### config.mk
export PLATFORM = sky130hd
export DESIGN_NAME = wide_string_to_integer_unit
export DESIGN_NICKNAME = d
export VERILOG_FILES = /design/src/sv/wstoi_pkg.sv /design/src/sv/wide_string_to_integer_unit.sv /design/src/sv/wstoi_front.sv /design/src/sv/wstoi_queue.sv /design/src/sv/wstoi_back.sv
export SDC_FILE = /design/constraint.sdc
export NUM_CORES = 2
export LEC_CHECK = 0
export BUFFER_PORTS_ARGS = -buffer_cell sky130_fd_sc_hd__buf_2
export CAP_MARGIN = 10
export CELL_PAD_IN_SITES_DETAIL_PLACEMENT = 1
export CELL_PAD_IN_SITES_GLOBAL_PLACEMENT = 1
export CORE_ASPECT_RATIO = 0.7
export CORE_MARGIN = 3
export CORE_UTILIZATION = 54
export CTS_BUF_LIST = sky130_fd_sc_hd__clkbuf_2 sky130_fd_sc_hd__clkbuf_4 sky130_fd_sc_hd__clkbuf_8
export DETAILED_ROUTE_END_ITERATION = 12
export PLACE_DENSITY = 0.93
export SETUP_SLACK_MARGIN = 0.2
export SYNTH_ARGS = -nofsm -noshare
export SYNTH_HDL_FRONTEND = slang
export SYNTH_HIERARCHICAL = 1
export SYNTH_SLANG_ARGS = --single-unit
### constraint.sdc
create_clock -name clk -period 27.6 [get_ports clk]
set_clock_uncertainty 0.1 [all_clocks]
set_input_delay 5.52 -clock clk [delete_from_list [all_inputs] [get_ports clk]]
set_output_delay 5.52 -clock clk [all_outputs]
set_load 0.01 [all_outputs]
### src/sv/wstoi_pkg.sv
// ---------------------------------------------------------------------------
// wstoi_pkg
// Shared types and constants for the wide string to integer unit.
// ---------------------------------------------------------------------------
package wstoi_pkg;

  localparam int CU_W        = 16;
  localparam int BASE_W      = 6;
  localparam int VALUE_W     = 64;
  localparam int POS_W       = 13;
  localparam int MAX_CHARS   = 4096;
  localparam int OUT_TDATA_W = 80;

  localparam int QDEPTH = 4;
  localparam int QAW    = $clog2(QDEPTH);
  localparam int QCW    = $clog2(QDEPTH + 1);

  localparam logic [CU_W-1:0] CH_NUL   = 16'h0000;
  localparam logic [CU_W-1:0] CH_SPACE = 16'h0020;
  localparam logic [CU_W-1:0] CH_TAB   = 16'h0009;
  localparam logic [CU_W-1:0] CH_CR    = 16'h000D;
  localparam logic [CU_W-1:0] CH_PLUS  = 16'h002B;
  localparam logic [CU_W-1:0] CH_MINUS = 16'h002D;
  localparam logic [CU_W-1:0] CH_ZERO  = 16'h0030;
  localparam logic [CU_W-1:0] CH_NINE  = 16'h0039;
  localparam logic [CU_W-1:0] CH_UA    = 16'h0041;
  localparam logic [CU_W-1:0] CH_UZ    = 16'h005A;
  localparam logic [CU_W-1:0] CH_LA    = 16'h0061;
  localparam logic [CU_W-1:0] CH_LZ    = 16'h007A;
  localparam logic [CU_W-1:0] CH_UX    = 16'h0058;
  localparam logic [CU_W-1:0] CH_LX    = 16'h0078;

  localparam logic [BASE_W-1:0] BASE_DEC = 6'd10;
  localparam logic [BASE_W-1:0] BASE_OCT = 6'd8;
  localparam logic [BASE_W-1:0] BASE_HEX = 6'd16;
  localparam logic [BASE_W-1:0] LETTER_OFS = 6'd10;

  localparam logic [VALUE_W-1:0] MAG_CAP = 64'h8000_0000_0000_0000;
  localparam logic [VALUE_W-1:0] INT_MAX = 64'h7FFF_FFFF_FFFF_FFFF;

  typedef enum logic [2:0] {
    PH_FINISHED,
    PH_SPACE,
    PH_SIGNED,
    PH_ZERO,
    PH_DIGITS
  } phase_t;

  // classified code unit
  typedef struct packed {
    logic              first;
    logic              term;
    logic              space;
    logic              plus;
    logic              minus;
    logic              zero;
    logic              hex_x;
    logic              alnum;
    logic [BASE_W-1:0] dval;
  } unit_t;

  typedef struct packed {
    logic full;
    logic empty;
  } q_stat_t;

endpackage

### src/sv/wide_string_to_integer_unit.sv
// ---------------------------------------------------------------------------
// wide_string_to_integer_unit
// strtol-style conversion of a 16-bit code unit stream to a signed 64-bit
// value, with saturation on overflow and the index of the stop unit.
// ---------------------------------------------------------------------------
//  channel | dir | handshake               | payload
//  in_     | in  | in_tvalid / in_tready   | tdata code_unit, tuser first_unit
//  out_    | out | out_tvalid / out_tready | tdata value, stop_index, overflowed
//  cfg_    | in  | cfg_valid / cfg_ready   | cfg_data default_base
//
//  One item per cycle sustained while the output is not stalled; the back
//  end's combinational 64x6 multiply-add per unit allows that rate. A result
//  is registered twice on its way out: the queue write when its unit is taken,
//  then, once the output is free, the back-end step into the output register.
//  rst_n is synchronous; after reset the unit ignores items until one
//  carries first_unit. The 4-entry queue lets the input keep flowing while
//  the output is stalled; in_tready drops only once that queue is full.
// ---------------------------------------------------------------------------
module wide_string_to_integer_unit (
  input  logic                                 clk,
  input  logic                                 rst_n,
  input  logic                                 in_tvalid,
  output logic                                 in_tready,
  input  logic [wstoi_pkg::CU_W-1:0]           in_tdata,   // code_unit[15:0]
  input  logic                                 in_tuser,   // first_unit
  output logic                                 out_tvalid,
  input  logic                                 out_tready,
  // value[63:0], stop_index[76:64], overflowed[77], zero pad [79:78]
  output logic [wstoi_pkg::OUT_TDATA_W-1:0]    out_tdata,
  input  logic                                 cfg_valid,
  output logic                                 cfg_ready,
  input  logic [wstoi_pkg::BASE_W-1:0]         cfg_data    // default_base
);

  logic [wstoi_pkg::BASE_W-1:0] default_base_r;
  wstoi_pkg::q_stat_t           q_stat;
  wstoi_pkg::unit_t             push_item;
  wstoi_pkg::unit_t             pop_item;
  logic                         q_push;
  logic                         q_pop;

  assign cfg_ready = 1'b1;

  always_ff @(posedge clk) begin
    if (!rst_n) begin
      default_base_r <= '0;
    end else if (cfg_valid) begin
      default_base_r <= cfg_data;
    end
  end

  wstoi_front u_front (
    .in_tvalid (in_tvalid),
    .in_tready (in_tready),
    .in_tdata  (in_tdata),
    .in_tuser  (in_tuser),
    .q_stat    (q_stat),
    .q_push    (q_push),
    .q_item    (push_item)
  );

  wstoi_queue u_queue (
    .clk       (clk),
    .rst_n     (rst_n),
    .push      (q_push),
    .push_item (push_item),
    .pop       (q_pop),
    .pop_item  (pop_item),
    .stat      (q_stat)
  );

  wstoi_back u_back (
    .clk          (clk),
    .rst_n        (rst_n),
    .default_base (default_base_r),
    .q_stat       (q_stat),
    .q_item       (pop_item),
    .q_pop        (q_pop),
    .out_tvalid   (out_tvalid),
    .out_tready   (out_tready),
    .out_tdata    (out_tdata)
  );

`ifndef SYNTHESIS
  a_reset_clears_out: assert property (@(posedge clk)
    !rst_n |=> !out_tvalid)
    else $error("result valid right after reset");

  a_result_needs_pop: assert property (@(posedge clk) disable iff (!rst_n)
    $rose(out_tvalid) |-> $past(q_pop))
    else $error("result appeared without a queue pop");

  a_ovf_saturates: assert property (@(posedge clk) disable iff (!rst_n)
    (out_tvalid && out_tdata[77]) |->
      (out_tdata[63:0] == wstoi_pkg::INT_MAX || out_tdata[63:0] == wstoi_pkg::MAG_CAP))
    else $error("overflow flagged without a saturated value");

  a_stop_index_range: assert property (@(posedge clk) disable iff (!rst_n)
    out_tvalid |-> (out_tdata[76:64] <= 13'(wstoi_pkg::MAX_CHARS)))
    else $error("stop index beyond the count limit");
`endif

endmodule

### src/sv/wstoi_front.sv
// ---------------------------------------------------------------------------
// wstoi_front
// Input side: takes code units and classifies them for the back end.
// ---------------------------------------------------------------------------
module wstoi_front (
  input  logic                           in_tvalid,
  output logic                           in_tready,
  input  logic [wstoi_pkg::CU_W-1:0]     in_tdata,   // code_unit
  input  logic                           in_tuser,   // first_unit
  input  wstoi_pkg::q_stat_t             q_stat,
  output logic                           q_push,
  output wstoi_pkg::unit_t               q_item
);

  logic [wstoi_pkg::CU_W-1:0] c;
  logic [wstoi_pkg::CU_W-1:0] ofs;
  logic                       is_dig;
  logic                       is_up;
  logic                       is_lo;

  assign in_tready = !q_stat.full;
  assign q_push    = in_tvalid && !q_stat.full;
  assign c         = in_tdata;

  assign is_dig = (c >= wstoi_pkg::CH_ZERO) && (c <= wstoi_pkg::CH_NINE);
  assign is_up  = (c >= wstoi_pkg::CH_UA) && (c <= wstoi_pkg::CH_UZ);
  assign is_lo  = (c >= wstoi_pkg::CH_LA) && (c <= wstoi_pkg::CH_LZ);

  always_comb begin
    if (is_dig) begin
      ofs = c - wstoi_pkg::CH_ZERO;
    end else if (is_up) begin
      ofs = c - wstoi_pkg::CH_UA + 16'(wstoi_pkg::LETTER_OFS);
    end else begin
      ofs = c - wstoi_pkg::CH_LA + 16'(wstoi_pkg::LETTER_OFS);
    end
  end

  always_comb begin
    q_item.first = in_tuser;
    q_item.term  = (c == wstoi_pkg::CH_NUL);
    q_item.space = (c == wstoi_pkg::CH_SPACE) ||
                   ((c >= wstoi_pkg::CH_TAB) && (c <= wstoi_pkg::CH_CR));
    q_item.plus  = (c == wstoi_pkg::CH_PLUS);
    q_item.minus = (c == wstoi_pkg::CH_MINUS);
    q_item.zero  = (c == wstoi_pkg::CH_ZERO);
    q_item.hex_x = (c == wstoi_pkg::CH_UX) || (c == wstoi_pkg::CH_LX);
    q_item.alnum = is_dig || is_up || is_lo;
    q_item.dval  = ofs[wstoi_pkg::BASE_W-1:0];
  end

endmodule

### src/sv/wstoi_queue.sv
// ---------------------------------------------------------------------------
// wstoi_queue
// Short FIFO of classified units between front and back end.
// ---------------------------------------------------------------------------
module wstoi_queue (
  input  logic               clk,
  input  logic               rst_n,
  input  logic               push,
  input  wstoi_pkg::unit_t   push_item,
  input  logic               pop,
  output wstoi_pkg::unit_t   pop_item,
  output wstoi_pkg::q_stat_t stat
);

  wstoi_pkg::unit_t               mem [wstoi_pkg::QDEPTH];
  logic [wstoi_pkg::QAW-1:0]      wr_ptr_r, wr_ptr_nxt;
  logic [wstoi_pkg::QAW-1:0]      rd_ptr_r, rd_ptr_nxt;
  logic [wstoi_pkg::QCW-1:0]      count_r, count_nxt;
  logic                           do_push;
  logic                           do_pop;

  assign stat.full  = (count_r == wstoi_pkg::QCW'(wstoi_pkg::QDEPTH));
  assign stat.empty = (count_r == '0);
  assign do_push    = push && !stat.full;
  assign do_pop     = pop && !stat.empty;
  assign pop_item   = mem[rd_ptr_r];

  always_comb begin
    wr_ptr_nxt = do_push ? wr_ptr_r + 1'b1 : wr_ptr_r;
    rd_ptr_nxt = do_pop ? rd_ptr_r + 1'b1 : rd_ptr_r;
    count_nxt  = count_r;
    if (do_push && !do_pop) begin
      count_nxt = count_r + 1'b1;
    end else if (do_pop && !do_push) begin
      count_nxt = count_r - 1'b1;
    end
  end

  always_ff @(posedge clk) begin
    if (do_push) begin
      mem[wr_ptr_r] <= push_item;
    end
  end

  always_ff @(posedge clk) begin
    if (!rst_n) begin
      wr_ptr_r <= '0;
      rd_ptr_r <= '0;
      count_r  <= '0;
    end else begin
      wr_ptr_r <= wr_ptr_nxt;
      rd_ptr_r <= rd_ptr_nxt;
      count_r  <= count_nxt;
    end
  end

endmodule

### src/sv/wstoi_back.sv
// ---------------------------------------------------------------------------
// wstoi_back
// Conversion state machine, multiply-accumulate and result register.
// ---------------------------------------------------------------------------
module wstoi_back (
  input  logic                                 clk,
  input  logic                                 rst_n,
  input  logic [wstoi_pkg::BASE_W-1:0]         default_base,
  input  wstoi_pkg::q_stat_t                   q_stat,
  input  wstoi_pkg::unit_t                     q_item,
  output logic                                 q_pop,
  output logic                                 out_tvalid,
  input  logic                                 out_tready,
  // value[63:0], stop_index[76:64], overflowed[77], zero pad [79:78]
  output logic [wstoi_pkg::OUT_TDATA_W-1:0]    out_tdata
);

  localparam int PROD_W = wstoi_pkg::VALUE_W + wstoi_pkg::BASE_W;

  wstoi_pkg::phase_t                phase_r, phase_nxt, phase_c;
  logic [wstoi_pkg::VALUE_W-1:0]    acc_r, acc_nxt, acc_c;
  logic                             neg_r, neg_nxt, neg_c;
  logic [wstoi_pkg::BASE_W-1:0]     base_r, base_nxt, base_c, base_eff;
  logic [wstoi_pkg::POS_W-1:0]      pos_r, pos_nxt, pos_c;
  logic                             ovs_r, ovs_nxt, ovs_c;
  logic                             live;
  logic                             take;
  logic                             fin;
  logic [PROD_W-1:0]                sum;
  logic [wstoi_pkg::VALUE_W-1:0]    res_value;
  logic                             res_ovf;

  logic                             out_valid_r, out_valid_nxt;
  logic [wstoi_pkg::OUT_TDATA_W-1:0] out_data_r;
  logic                             step;

  assign step       = !q_stat.empty && (!out_valid_r || out_tready);
  assign q_pop      = step;
  assign out_tvalid = out_valid_r;
  assign out_tdata  = out_data_r;

  always_comb begin
    phase_c = phase_r;
    acc_c   = acc_r;
    neg_c   = neg_r;
    base_c  = base_r;
    pos_c   = pos_r;
    ovs_c   = ovs_r;
    if (q_item.first) begin
      phase_c = wstoi_pkg::PH_SPACE;
      acc_c   = '0;
      neg_c   = 1'b0;
      base_c  = '0;
      pos_c   = '0;
      ovs_c   = 1'b0;
    end
    live = q_item.first || (phase_r != wstoi_pkg::PH_FINISHED);

    phase_nxt = phase_c;
    acc_nxt   = acc_c;
    neg_nxt   = neg_c;
    base_nxt  = base_c;
    pos_nxt   = pos_c;
    ovs_nxt   = ovs_c;
    take      = 1'b0;
    fin       = 1'b0;

    if (live) begin
      if (q_item.term) begin
        fin = 1'b1;
      end else begin
        unique case (phase_c)
          wstoi_pkg::PH_SPACE: begin
            if (q_item.space) begin
              phase_nxt = phase_c;
            end else if (q_item.plus || q_item.minus) begin
              neg_nxt   = q_item.minus;
              phase_nxt = wstoi_pkg::PH_SIGNED;
            end else if (q_item.zero) begin
              phase_nxt = wstoi_pkg::PH_ZERO;
            end else begin
              base_nxt = (default_base != '0) ? default_base : wstoi_pkg::BASE_DEC;
              take     = 1'b1;
            end
          end
          wstoi_pkg::PH_SIGNED: begin
            if (q_item.zero) begin
              phase_nxt = wstoi_pkg::PH_ZERO;
            end else begin
              base_nxt = (default_base != '0) ? default_base : wstoi_pkg::BASE_DEC;
              take     = 1'b1;
            end
          end
          wstoi_pkg::PH_ZERO: begin
            if (q_item.hex_x) begin
              base_nxt  = wstoi_pkg::BASE_HEX;
              phase_nxt = wstoi_pkg::PH_DIGITS;
            end else begin
              base_nxt = wstoi_pkg::BASE_OCT;
              take     = 1'b1;
            end
          end
          wstoi_pkg::PH_DIGITS: begin
            take = 1'b1;
          end
          default: begin
            phase_nxt = phase_c;
          end
        endcase
      end
    end

    // acc * base + digit; past 2^63 the magnitude saturates
    base_eff = (base_nxt != '0) ? base_nxt : wstoi_pkg::BASE_W'(1);
    sum = PROD_W'(acc_c) * PROD_W'(base_eff) + PROD_W'(q_item.dval);

    if (take) begin
      if (!q_item.alnum || (q_item.dval >= base_nxt)) begin
        fin = 1'b1;
      end else begin
        if (sum > PROD_W'(wstoi_pkg::MAG_CAP)) begin
          ovs_nxt = 1'b1;
          acc_nxt = wstoi_pkg::MAG_CAP;
        end else begin
          acc_nxt = sum[wstoi_pkg::VALUE_W-1:0];
        end
        phase_nxt = wstoi_pkg::PH_DIGITS;
      end
    end

    if (fin) begin
      phase_nxt = wstoi_pkg::PH_FINISHED;
    end else if (live && (pos_c < wstoi_pkg::POS_W'(wstoi_pkg::MAX_CHARS))) begin
      pos_nxt = pos_c + 1'b1;
    end

    res_ovf = ovs_c;
    if (neg_c) begin
      res_value = ovs_c ? wstoi_pkg::MAG_CAP : (~acc_c + 1'b1);
    end else if (ovs_c || acc_c[wstoi_pkg::VALUE_W-1]) begin
      res_ovf   = 1'b1;
      res_value = wstoi_pkg::INT_MAX;
    end else begin
      res_value = acc_c;
    end
  end

  always_comb begin
    if (step) begin
      out_valid_nxt = fin;
    end else begin
      out_valid_nxt = out_valid_r && !out_tready;
    end
  end

  always_ff @(posedge clk) begin
    if (!rst_n) begin
      phase_r     <= wstoi_pkg::PH_FINISHED;
      acc_r       <= '0;
      neg_r       <= 1'b0;
      base_r      <= '0;
      pos_r       <= '0;
      ovs_r       <= 1'b0;
      out_valid_r <= 1'b0;
    end else begin
      out_valid_r <= out_valid_nxt;
      if (step) begin
        phase_r <= phase_nxt;
        acc_r   <= acc_nxt;
        neg_r   <= neg_nxt;
        base_r  <= base_nxt;
        pos_r   <= pos_nxt;
        ovs_r   <= ovs_nxt;
      end
    end
  end

  always_ff @(posedge clk) begin
    if (step && fin) begin
      out_data_r <= {2'b00, res_ovf, pos_c, res_value};
    end
  end

endmodule

Word-level counts from Yosys, hierarchy flattened
Memory sizes are Yosys's and may differ from the RTL's. A register that Yosys moved wholly into a read port is not among the register bits.
Cells that the tools add are included.
{"block": "word_totals", "regBits": 180, "mem_bits_rw": 56, "in_bits": 28, "word_cells": 147, "mem_count": 1}
{"name": "u_queue.mem", "depth": 4, "word_bits": 14, "rd": 1, "rd_clocked_by_memory_dff": 1, "wr": 1, "line_no": "wstoi_queue.sv:15", "rtl": "wstoi_pkg::unit_t mem [wstoi_pkg::QDEPTH];"}
{"block": "classes", "n_addsub": 12, "n_mul": 1, "order_cmp": 11, "eq_ne": 11, "n_mux": 63, "bitwise": 1, "reduce_logical": 35}
{"operator": "$mux W64", "count": 7}
{"operator": "$add A70 B6 Y70", "count": 1}
{"operator": "$gt A70 B64 Y1 const B", "count": 1}
{"operator": "$mul A64 B6 Y70", "count": 1}
{"operator": "$add A64 B1 Y64 const B", "count": 1}
{"operator": "$eq A16 B6 Y1 const B", "count": 4}
{"operator": "$not A64 Y64", "count": 1}
{"operator": "$mux W6", "count": 10}
{"operator": "$mux W13", "count": 3}
{"operator": "$mux W3", "count": 12}
{"operator": "$eq A16 B7 Y1 const B", "count": 2}
{"operator": "$ge A16 B7 Y1 const B", "count": 2}
{"operator": "$le A16 B7 Y1 const B", "count": 2}
{"operator": "$mux W1", "count": 25}
{"operator": "$pmux W6 S3", "count": 1}
{"operator": "$ge A16 B4 Y1 const B", "count": 1}
{"operator": "$ge A16 B6 Y1 const B", "count": 1}
{"operator": "$le A16 B4 Y1 const B", "count": 1}
{"operator": "$le A16 B6 Y1 const B", "count": 1}
{"operator": "$logic_not A16 Y1", "count": 1}
{"operator": "$add A13 B1 Y13 const B", "count": 1}
{"operator": "$logic_and A1 B1 Y1", "count": 13}
{"operator": "$lt A13 B13 Y1 const B", "count": 1}
{"operator": "$add A6 B4 Y6 const B", "count": 2}
{"operator": "other kinds (19)", "count": 39}

Depth between registers and ports, before layout
{"block": "depth", "depth_word": 16, "depth_mapped": 38}

Modules after synthesis
Netlist, hierarchy kept.
{"mod": "wstoi_back", "instances": 1, "cells_each": 2834, "area_per_inst_um2": 22785.6}
{"mod": "wstoi_queue", "instances": 1, "cells_each": 121, "area_per_inst_um2": 2522.4}
{"mod": "wstoi_front", "instances": 1, "cells_each": 71, "area_per_inst_um2": 500.5}
{"mod": "wide_string_to_integer_unit", "instances": 1, "cells_each": 21, "area_per_inst_um2": 240.2}

Least setup slack after synthesis
No wires, ideal clock.
{"block": "synth_path", "path_kind": "register to register", "startpoint": "register (tool-made name)", "endpoint": "register u_back/acc_r[45] in the netlist's numbering", "arrival_time_ns": 8.559, "required_time_ns": 27.428, "path_slack_ns": 18.869, "stages_incl_launch_ff": 36, "cell_sequence": "dfxtp_1 buf_6 buf_12 mux4_2 or3_1 o22ai_1 nand2_1 nor2_1 a22o_1 clkbuf_1 inv_1 nand2_1 o21a_1 clkbuf_1 clkbuf_1 nor2_1 fa_1 fa_1 fa_1 ha_1 ha_1 clkbuf_1 nand4_1 or3_1 or2_2 o211ai_1 a21oi_1 xnor2_1 or2_2 a2111o_1 nor4_1 a41o_1 buf_4 buf_2 and3_1 a2bb2oi_1"}
{"element": "end signal, assigned", "line_no": "wstoi_back.sv:169", "rtl": "acc_r <= acc_nxt;"}
{"element": "end, declared", "line_no": "wstoi_back.sv:21", "rtl": "logic [wstoi_pkg::VALUE_W-1:0] acc_r, acc_nxt, acc_c;"}

==> reports/metrics.csv <==
stage,metric,value,unit
timing,max_freq,0.07635,GHz
pwr,powerDensity,57.33,nW/um^2
layout,final_util,58.40,%
hold_path,hold_path_class,flip-flop to flip-flop,
floorplan,die-area,50950,sq um
layout,fin_nets,3450,
clock_tree,cts_hold_buf,0,
logic_synthesis,synth_edf_count,134,
global_routing,grt.busiest_layer,met2,
routing,wl_per_cell,27.17,microns
logic_synthesis,yosysTopAreaCellShare,19.44,%
routing,drt_pre_antenna_iters,6,
worst_setup_path,ff2ff_setup_slack,14.50,ns
floorplan,rows,66,
timing,final_hold_viol_count,0,
logic_synthesis,synthXorXnorAreaFrac,2.690,%
timing,tns,0,ns
worst_setup_path,start_kind,flip-flop,
timing,relSlewSlack,22.64,%
global_routing,grt_pass1_vias,26360,
timing,slew_violations,0,
routing,ant_nets,0,
clock_tree,cts.clk_slew.worst_paths,0.07,ns
global_routing,overflow,0,
routing,vias,25240,
worst_setup_path,reg2regPathDepth,30,
timing,worstMarginPinSlew,1.148,ns
worst_setup_path,r2r-end,u_back/acc_r[41],
layout,layout_commonest_cell,nor2_1,
clock_tree,cts_max_level,2,
timing,setup_viol,0,
global_routing,grtUsageMet3,7.886,%
global_routing,grt_max_degree,113,
logic_synthesis,ys.flop_type,edfxtp_1,
hold_path,holdPathEnd,u_back/base_r[1],
logic_synthesis,synth_fa_ha_area_share,27.42,%
clock_tree,postCtsSetupBuffers,0,
clock_tree,ctsResizeCount,0,
logic_synthesis,seq_area_frac_synth,23.44,%
routing,drt_iter0_drc,3163,
clock_tree,max-clock-path-buffers,3,
logic_synthesis,synthDistinctLibCells,91,
logic_synthesis,synth-simple-area-share,23.08,%
logic_synthesis,synth.cell_area,26050,sq um
clock_tree,root_buffer,clkbuf_8,
clock_tree,cts-buffers-inserted,37,
pwr,seqPwrFrac,31.2,%
placed_design,place_hpwl,72.46,mm
floorplan,dieWidth,268.5,microns
placed_design,place.gp.congestion,0.9580,
routing,drc,0,
worst_setup_path,worstPathRequired,27.97,ns
hold_path,hp-start,u_back/base_r[1],
logic_synthesis,syn_area_per_cell,8.549,sq um
clock_tree,cts_tree,built,
hold_path,whs_path_depth,1,
worst_setup_path,critPathSlowestCell,dfxtp_1,
pwr,net-switching-power,0.7590,mW
timing,timing.hold.ws,0.4203,ns
logic_synthesis,ys_warn_count,6,
floorplan,die_h,189.8,microns
pwr,switching_share,48.17,%
logic_synthesis,ys_ff_latch,238,
pwr,peakVddDrop,0.00009100,V
layout,syn2layout_area_growth,5.524,%
floorplan,io_pins,111,
pwr,clock_power_share,21.5,%
logic_synthesis,synth.mux.area_fraction,1.715,%
worst_setup_path,path_class,flip-flop to flip-flop,
floorplan,initial_core_util,55.34,%
job,maxCapViolations,0,
timing,period_needed,13.10,ns
pwr,comb_power_share,47.3,%
timing,timing.final.crit_share,47.46,%
pwr,cellInternalPower,0.8168,mW
pwr,design_power_total,1.576,mW
worst_setup_path,end_kind,flip-flop,
global_routing,grt_pass1_wl,153.5,mm
global_routing,antenna_found_initial,2,
logic_synthesis,netlist_instances,3047,
layout,drive_above_1_share,8.839,%
clock_tree,cts_sinks,238,
clock_tree,insertion_delay,0.59,ns
worst_setup_path,cp_max_fo,95,
floorplan,core_area,47070,sq um
global_routing,track_usage,38.58,%
status,status,"finished, final reports clean",
placed_design,numPortBuffers,107,
logic_synthesis,synth_area_leaders,"fa_1 19%, edfxtp_1 15%, dfxtp_1 8.0%",
routing,drt_wl_total,99.03,mm
worst_setup_path,arrival,13.47,ns
layout,mostFrequentLayoutCells,"516 x nor2_1, 278 x nand2_1, 253 x fa_1",
global_routing,use_met2,60.30,%
routing,vias_per_cell,6.923,
logic_synthesis,synth_top_family_by_area,adder cells,
worst_setup_path,cpPeakStageDelay,0.99,ns
logic_synthesis,synth_compound_area_share,16.61,%
pwr,p_leak,12.20,nW
logic_synthesis,yosys.area.top_type,fa_1,
global_routing,global_route.usage.met1,51.91,%
logic_synthesis,async_flop_share,0,%
timing,rsz0062_at_grt,no,
==> synth_stat cells, drive strengths merged (8+ instances only) <==
cell / instances
xor2: 27
nand3: 52
or3: 19
o211ai: 26
fa: 253
or2: 20
nand4: 82
nor2b: 52
clkbuf: 164
a21boi: 19
xnor2: 53
ha: 166
and4: 16
o211a: 13
mux2i: 12
nand2: 280
a221oi: 9
a31oi: 36
a2bb2oi: 29
nor4: 34
nand2b: 21
nor2: 517
a21oi: 208
a211oi: 24
and2: 32
o22ai: 9
a21o: 32
edfxtp: 134
nor3: 51
o21a: 20
mux4: 14
a22oi: 8
and3: 82
buf: 53
o21ai: 164
o31ai: 9
o21bai: 15
dfxtp: 104
inv: 108
==> power groups by stage <==
stage               logic (mW)  clock network, mW  registers [mW]
floorplan                0.444                  0           0.498
global placement         0.652                  0           0.492
detailed placement       0.702                  0           0.497
CTS                      0.715              0.338           0.491
global route             0.779              0.355           0.497
finish                   0.745              0.339           0.492
==> per-stage QoR <==
stage          worst slack [ns]  instance area (sq um)  std cells
2_1_floorplan             18.87                  26050       3048
3_3_place_gp              15.03                  26690       3575
3_5_place_dp              14.42                  26690       3575
4_1_cts                   14.26                  27480       3643
5_1_grt                   13.81                  27490       3645
6_report                  14.50                  27490       3645
==> how the worst max path moves through the flow <==
stage | from | to | slack (ns)
floorplan | flip-flop | u_back/acc_r[45] | 18.87
global placement | flip-flop | u_back/acc_r[60] | 15.03
detailed placement | flip-flop | u_back/acc_r[41] | 14.42
CTS | flip-flop | u_back/acc_r[41] | 14.26
global route | flip-flop | u_back/acc_r[60] | 13.81
finish | flip-flop | u_back/acc_r[41] | 14.50
==> critical path: cells and delay by family (launching register included) <==
kind,cells,cell delay (ns)
and+or+nand+nor,11,3.09
AOI/OAI and AO/OA,7,2.78
adders and majority gates,5,2.39
buffers and inverters,5,2.38
DFF,1,0.99
muxes,1,0.93
xor gates and xnor gates,1,0.22
==> metal layers <==
| layer | vias to the layer above | wire (microns) |
|---|---|---|
| met1 | 12690 | 39040 |
| met4 | 2 | 5137 |
| met3 | 364 | 10180 |
| li1 | 10620 | - |
| met2 | 1568 | 44620 |
| met5 | - | 52 |
==> flip-flops by register name (all words and copies together) (netlist names), named ones only <==
| signal | flops |
|---|---|
| u_queue/mem | 56 |
| u_back/neg_r | 1 |
| u_back/ovs_r | 1 |
| u_back/out_tdata | 78 |
| u_back/acc_r | 64 |
| u_queue/count_r | 3 |
| u_back/phase_r | 3 |
| u_queue/wr_ptr_r | 2 |
| default_base_r | 6 |
| u_back/pos_r | 13 |
| u_queue/rd_ptr_r | 2 |
| u_back/base_r | 6 |
| u_back/out_tvalid | 1 |
==> final cells by class <==
| class | count | area [sq um] |
|---|---|---|
| fill | 5549 | 19580 |
| multi-input combinational | 2485 | 18690 |
| sequential | 238 | 6107 |
| tap | 612 | 765.7 |
| timing repair buffer | 133 | 730.7 |
| clock buffer | 52 | 621.8 |
| inverter | 108 | 406.6 |
| clock inverter | 16 | 167.7 |
| antenna | 1 | 2.502 |
==> cell families (layout without fill, tap and decap cells) <==
| logic type | after synthesis | count (layout) |
|---|---|---|
| multiplexers | 27 | 27 |
| AND/OR/NAND/NOR | 1278 | 1278 |
| buffers and inverters | 325 | 309 |
| XOR/XNOR | 80 | 80 |
| flip-flops | 238 | 238 |
| adder cells (fa/ha/maj) | 419 | 419 |
| other | 2 | 4 |
| AO/OA/AOI/OAI | 678 | 678 |
(Power assumes the default switching activity.)
